`src/sv/cbfns_pkg.sv`:
```
// ----------------------------------------------------------------------------
// cbfns_pkg
// Shared types and constants of the circular find-next-set bitmap unit.
// ----------------------------------------------------------------------------
package cbfns_pkg;

   // Fixed field widths
   localparam int unsigned OPCODE_W = 2;
   localparam int unsigned POS_W    = 12;
   localparam int unsigned CNT_W    = 13;

   // Parameter defaults
   localparam int unsigned DEF_MAX_BITS  = 4096;
   localparam int unsigned DEF_WORD_BITS = 64;

   // Positions in use after reset
   localparam int unsigned RESET_COUNT = 4096;

   // Search word is split in byte groups for the two-level priority encode
   localparam int unsigned GRP_BITS = 8;
   localparam int unsigned GLW      = $clog2(GRP_BITS);

   typedef enum logic [OPCODE_W-1:0] {
      OP_FIND   = 2'd0,
      OP_CLEAR  = 2'd1,
      OP_TEST   = 2'd2,
      OP_REFILL = 2'd3
   } op_type;

   typedef enum logic [3:0] {
      ST_SWEEP,
      ST_IDLE,
      ST_DIV,
      ST_SPLIT,
      ST_SCAN,
      ST_READ,
      ST_MODIFY,
      ST_REFILL,
      ST_DONE
   } state_type;

   // controller -> datapath
   typedef struct packed {
      logic req_open;
      logic sweep_step;
      logic divide;
      logic split;
      logic scan_run;
      logic scan_issue;
      logic rd_issue;
      logic modify;
      logic load_rsp;
   } cmd_type;

   // datapath -> controller
   typedef struct packed {
      logic   req_fire;
      logic   csr_fire;
      op_type op;
      logic   in_range;
      logic   sweep_last;
      logic   issue_done;
      logic   pipe_empty;
      logic   hit;
      logic   rsp_free;
   } sts_type;

endpackage

```
`src/sv/cbfns_ctrl.sv`:
```
// ----------------------------------------------------------------------------
// cbfns_ctrl
// Sequencer: sweep, decode, scan, read-modify-write and response hand-off.
// ----------------------------------------------------------------------------
module cbfns_ctrl import cbfns_pkg::*; (
   input  logic    clock,
   input  logic    reset,
   input  sts_type sts,
   output cmd_type cmd
);

   state_type state_ff;
   state_type state_in;

   always_ff @(posedge clock) begin
      if (reset) begin
         state_ff <= ST_SWEEP;
      end else begin
         state_ff <= state_in;
      end
   end

   // next state
   always_comb begin
      state_in = state_ff;
      unique case (state_ff)
         ST_SWEEP: begin
            if (sts.sweep_last) state_in = ST_IDLE;
         end
         ST_IDLE: begin
            if (sts.req_fire) state_in = ST_DIV;
         end
         ST_DIV: begin
            if (sts.op == OP_REFILL) begin
               state_in = ST_REFILL;
            end else if (!sts.in_range) begin
               state_in = ST_DONE;
            end else begin
               state_in = ST_SPLIT;
            end
         end
         ST_SPLIT: begin
            state_in = (sts.op == OP_FIND) ? ST_SCAN : ST_READ;
         end
         ST_SCAN: begin
            if (sts.hit || (sts.issue_done && sts.pipe_empty)) state_in = ST_DONE;
         end
         ST_READ:   state_in = ST_MODIFY;
         ST_MODIFY: state_in = ST_DONE;
         ST_REFILL: begin
            if (sts.sweep_last) state_in = ST_DONE;
         end
         ST_DONE: begin
            if (sts.rsp_free) state_in = ST_IDLE;
         end
         default: state_in = ST_SWEEP;
      endcase
      // a register write restarts the fill sweep
      if (sts.csr_fire) state_in = ST_SWEEP;
   end

   // outputs
   always_comb begin
      cmd            = '0;
      cmd.req_open   = (state_ff == ST_IDLE);
      cmd.sweep_step = (state_ff == ST_SWEEP) || (state_ff == ST_REFILL);
      cmd.divide     = (state_ff == ST_DIV);
      cmd.split      = (state_ff == ST_SPLIT);
      cmd.scan_run   = (state_ff == ST_SCAN);
      cmd.scan_issue = (state_ff == ST_SCAN) && !sts.issue_done && !sts.hit;
      cmd.rd_issue   = (state_ff == ST_READ);
      cmd.modify     = (state_ff == ST_MODIFY);
      cmd.load_rsp   = (state_ff == ST_DONE) && sts.rsp_free;
   end

endmodule

```
`config.mk`:
```
export PLATFORM = sky130hd
export DESIGN_NAME = cbfns_ctrl
export DESIGN_NICKNAME = d
export VERILOG_FILES = /design/src/sv/cbfns_pkg.sv /design/src/sv/cbfns_ctrl.sv
export SDC_FILE = /design/constraint.sdc
export NUM_CORES = 1
export LEC_CHECK = 0
export ABC_CLOCK_PERIOD_IN_PS = 1550
export BUFFER_PORTS_ARGS = -buffer_cell sky130_fd_sc_hd__buf_4
export CAP_MARGIN = 20
export CORE_AREA = 4 4 41 43
export DETAILED_ROUTE_END_ITERATION = 10
export DIE_AREA = 0 0 45 47
export GPL_ROUTABILITY_DRIVEN = 1
export PLACE_DENSITY = 0.61
export SYNTH_ARGS = -nofsm -noshare
export SYNTH_HDL_FRONTEND = slang
export SYNTH_SLANG_ARGS = --single-unit
```
`constraint.sdc`:
```
create_clock -name clock -period 1.55 [get_ports clock]
set_input_delay 0.2325 -clock clock [delete_from_list [all_inputs] [get_ports clock]]
set_output_delay 0.2325 -clock clock [all_outputs]
set_load 0.02 [all_outputs]
```
Word level (Yosys, flattened, before mapping)
Index checks and enable logic that the tools add are counted.
{"block": "totals", "reg_bits": 4, "latchBits": 0, "ramBits": 0, "rom_bits": 0, "elab_cells": 36, "memories": 0}
{"block": "op_classes", "addsub": 0, "n_mul": 0, "div_mod_pow": 0, "magnitude_cmp": 0, "eq_ne": 14, "shift": 0, "mux": 9, "bitwise_logic": 0, "reduce_logical": 12}
{"op": "$pmux 4 s9", "n": 1}
{"op": "$mux 4", "n": 7}
{"op": "$eq 4x3->1 const B", "n": 4}
{"op": "$eq 4x2->1 const B", "n": 2}
{"op": "$ne 2x2->1 const B", "n": 4}
{"op": "$reduce_and 5->1", "n": 1}
{"op": "$eq 4x1->1 const B", "n": 1}
{"op": "$eq 4x4->1 const B", "n": 1}
{"op": "$logic_and 1x1->1", "n": 4}
{"op": "$logic_not 4->1", "n": 1}
{"op": "$eq 2x2->1 const B", "n": 1}
{"op": "$logic_not 1->1", "n": 2}
{"op": "$logic_not 2->1", "n": 1}
{"op": "$logic_or 1x1->1", "n": 2}
{"op": "$ne 2x1->1 const B", "n": 1}
{"op": "$reduce_or 2->1", "n": 1}
{"op": "$mux 1", "n": 1}

Logic depth before layout (Yosys ltp)
{"block": "logic_depth", "depth_word": 4, "depth_mapped": 5, "depth_no_buf": 4}

Worst setup path before layout
No wires, ideal clock.
{"block": "synth_timing", "path_type": "register to output", "start": "register state_ff[3]", "end": "output port cmd[3] (netlist bit)", "arrival_time_ns": 1.342, "path_slack_ns": -0.025, "stages_incl_launch_ff": 3, "path_buffers": 0, "cell_sequence": "dfxtp_1 > or4b_4 > nor3_1"}
{"element": "start, declared", "line_no": "cbfns_ctrl.sv:12", "text": "state_type state_ff;"}
{"element": "start signal, assigned", "line_no": "cbfns_ctrl.sv:19", "text": "state_ff <= state_in;"}
{"element": "end, declared", "line_no": "cbfns_ctrl.sv:9", "text": "output cmd_type cmd"}

==> impl_metrics.csv <==
group,metric,value,unit
status,status,"finished, violations left",
status,failed_checks,"setup timing",
pwr,power.switching,0.00009334,W
yosys,yosysTopAreaCell,"dfxtp_1",
sta,worstMarginPinSlew,488.1,ps
route,drc,0,
yosys,synth_area_leaders,"dfxtp_1 20%, nor3_1 8.7%, a21oi_1 6.2%, nor4_1 6.2%, a211oi_4 5.0%",
yosys,avgSynthCellArea,7.438,um^2
yosys,seq_area_frac_synth,19.94,%
yosys,ys_ff_latch,4,
sta,final-setup-viol-count,6,
sta,fin_crit_sh,109.4,%
yosys,synth_top_family_by_area,"simple AND/OR/NAND/NOR gates",
route,met2_length,542,um
clock_tree,clock_path_buffers,2,
yosys,syn_nets,66,
route,dr_wl_met3,78,um
yosys,ys_types,30,
floorplan,coreArea,1301,um^2
sta,skew,2.844,ps
worst_setup_path,slowest_delay,540,ps
yosys,synth-edff-count,0,
yosys,synth_warnings,0,
job,max_cap_viol_count,0,
sta,fin_crit,1695,ps
clock_tree,insertion_delay,230,ps
pwr,power_density,514.4,nW/um^2
global_route,grt_pass1_vias,476,
clock_tree,clock_sinks,4,
clock_tree,htreeDepth,1,
clock_tree,clk_pin_slew,40,ps
route,wl_met1,599,um
worst_setup_path,startpoint_type,"flop",
finish,regArea,81.33,um^2
clock_tree,ctsRootBufferMaster,"clkbuf_4",
finish,fillers,130,
global_route,grt_max_degree,13,
placement,dp_worst_setup_slack,-17.73,ps
worst_setup_path,crit_family,"simple AND/OR/NAND/NOR gates",
yosys,synth_flop_cell,"dfxtp_1",
global_route,antenna_found_initial,0,
route,drtAntennaViolNets,0,
finish,nets,95,
worst_setup_path,path_max_fanout,3,
floorplan,io_pins,21,
placement,placed_cell_area,604.3,um^2
hold_path,hp-start,"reset",
finish,top_register,"state_ff",
worst_setup_path,r2r_slack,-130,ps
yosys,synthAdderAreaFrac,0,%
worst_setup_path,cp.depth,4,
worst_setup_path,r2r_end,"state_ff[0]$_SDFFE_PP0P_",
finish,multi_input_area,315.3,um^2
worst_setup_path,r2r-start,"state_ff[0]$_SDFFE_PP0P_",
sta,slew_headroom,67.16,%
worst_setup_path,cp.arrival,1460,ps
finish,diodes,0,
route,wl_per_cell,12.70,um
pwr,p_clk_share,37.2,%
route,finalWirelength,1219,um
worst_setup_path,ff2ff_path_depth,5,
floorplan,die_x,45,um
sta,final_max_slew_viol_count,0,
floorplan,dieArea,2115,um^2
pwr,p_seq_share,31.9,%
finish,largest_reg_flops,4,
floorplan,rows,13,
sta,fmax,0.5899,GHz
yosys,syn_inst,54,
pwr,switching_share,27.36,%
clock_tree,numCtsBuffers,3,
worst_setup_path,path_cells,"or4b_4 > buf_6 > nor3_2 > buf_4",
placement,portBuffers,20,
worst_setup_path,criticalPathCategory,"flop to output pin",
yosys,synthMuxAreaShare,0,%
yosys,synth-compound-area-share,31.78,%
worst_setup_path,cp.required,1320,ps
floorplan,initial_core_util,30.87,%
sta,rsz0062_at_grt,"yes",
global_route,gr-total-overflow,0,
clock_tree,cts_tree,"yes",
yosys,syn-cell-area,401.6,um^2
floorplan,dieHeight,47,um
global_route,grt_pass1_wl,1980,um
global_route,grt_util_all_layers,12.63,%
pwr,ir_drop,442.7,uV
worst_setup_path,worst-path-buf-inv,2,
hold_path,hold_depth,2,
pwr,power.share.combinational,30.9,%
pwr,p_int,0.0002478,W
finish,drive_gt1_share,49.38,%
route,vias_per_cell,5.385,
clock_tree,hold_buffers,0,
placement,place.gp.congestion,0.7524,
finish,area_delta_synth_final,65.11,%
yosys,synth_top_area_share,19.94,%
hold_path,hp-class,"input pin to flop",
yosys,synth_xor_area_share,0,%
placement,dpl.hpwl,974.2,um
sta,hold_ws,173.7,ps
finish,largest_registers,"state_ff: 4 flops",
pwr,p_leak,0.3089,nW
sta,fin_ws,-145.1,ps
route,drt_iter0_drc,16,
worst_setup_path,endpoint_kind,"output pin",
finish,final_area,663.1,um^2
route,highest_layer,"met3",
hold_path,holdPathEnd,"state_ff[2]$_SDFFE_PP0P_",
route,via_count,517,
yosys,ys_async_sr_fraction,0,%
route,drtPass1Iterations,3,
sta,final-hold-violation-count,0,
yosys,synth-simple-area-share,40.50,%
worst_setup_path,crit_path_top_delay_cell,"or4b_4",
-- power groups by stage --
stage	sequential (W)	clock (W)	combinational, W
CTS	0.000109	0.000131	0.000101
global placement	0.000110	0	0.0000997
global route	0.000109	0.000139	0.000115
finish	0.000109	0.000127	0.000105
detailed placement	0.000110	0	0.0000999
floorplan	0.000109	0	0.0000517
-- how the worst max path moves through the flow --
| stage | startpoint | to | slack, ps |
|---|---|---|---|
| after floorplan | state_ff[3]$_SDFFE_PP0P_ | state_ff[0]$_SDFFE_PP0P_ | 9 |
| after global placement | state_ff[2]$_SDFFE_PP0P_ | state_ff[0]$_SDFFE_PP0P_ | 3 |
| after detailed placement | state_ff[2]$_SDFFE_PP0P_ | state_ff[0]$_SDFFE_PP0P_ | -20 |
| after CTS | state_ff[0]$_SDFFE_PP0P_ | cmd[3] | -160 |
| after global routing | state_ff[0]$_SDFFE_PP0P_ | cmd[3] | -200 |
| final | state_ff[0]$_SDFFE_PP0P_ | cmd[3] | -150 |
-- placed cells by master (no fill, tap or decap) --
master    netlist  routed
a21oi_2         0       1
nand3_1         2       2
buf_4           0      26
nor3_1          7       4
a211o_1         1       1
clkbuf_4        0       3
nor3_2          0       3
nand2_1         2       2
nand2b_1        3       3
a221oi_1        1       1
or3_1           2       2
dfxtp_1         4       3
nor2b_1         1       1
o21ai_0         1       1
buf_6           1       2
nor4_1          4       3
or4b_4          1       1
o221a_1         1       1
nor4_2          0       1
o21a_1          1       1
a22oi_1         1       1
o31a_1          1       1
a211oi_1        1       1
nor3b_1         1       1
and2_1          1       1
a21o_1          1       1
dfxtp_2         0       1
a211oi_4        1       1
nor2_1          3       3
inv_2           1       1
a21oi_1         5       4
nor4b_1         1       1
o211a_1         1       1
inv_1           1       1
-- worst register-to-register path: stages (launching register included) --
cell	delay (ps)
dfxtp_2	320
or4b_4	540
buf_4	160
a211oi_4	240
nor4_1	100
o221a_1	220
-- repair_timing --
item	4_1_cts	5_1_grt
setup buffers	1	0
pin swaps	5	1
gates resized for setup	3	4
endpoints found under the setup margin	4	8
-- through the flow --
stage / total power, W / utilization [%] / setup TNS [ps] / cells
detailed placement: 0.0002099 / 46.44 / -17.73 / 92
finish: 0.0003411 / 50.96 / -466.7 / 96
global placement: 0.0002095 / 46.44 / 0 / 92
CTS: 0.0003408 / 49.42 / -446.1 / 96
floorplan: 0.0001611 / - / 0 / 54
global route: 0.0003631 / 50.96 / -869.5 / 96
-- kinds of logic after synthesis --
| group | after synthesis |
|---|---|
| simple gates | 28 |
| compound gates | 16 |
| buf+inv | 6 |
| flops | 4 |
-- layout make-up --
| type | instances | area share (%) |
|---|---|---|
| Clock buffer | 3 | 3.396 |
| Inverter | 2 | 1.132 |
| Multi-Input combinational cell | 44 | 47.55 |
| Sequential cell | 4 | 12.26 |
| Tap cell | 15 | 2.830 |
| Timing Repair Buffer | 28 | 32.83 |
-- routing by layer --
| metal | up-vias | track usage (%) |
|---|---|---|
| li1 | 263 | - |
| met1 | 238 | 16.10 |
| met2 | 16 | 21.47 |
| met3 | 0 | 4.981 |
| met4 | 0 | 0 |
| met5 | - | 0 |
-- Yosys cell counts (all sizes together), types with 2 or more instances --
master,instances
nor2,3
inv,2
nand2b,3
or3,2
buf,2
nand3,2
nor3,7
a211oi,2
dfxtp,4
a21oi,5
nand2,2
clkbuf,2
nor4,4
Note: power is estimated with default switching activity, not from simulation.
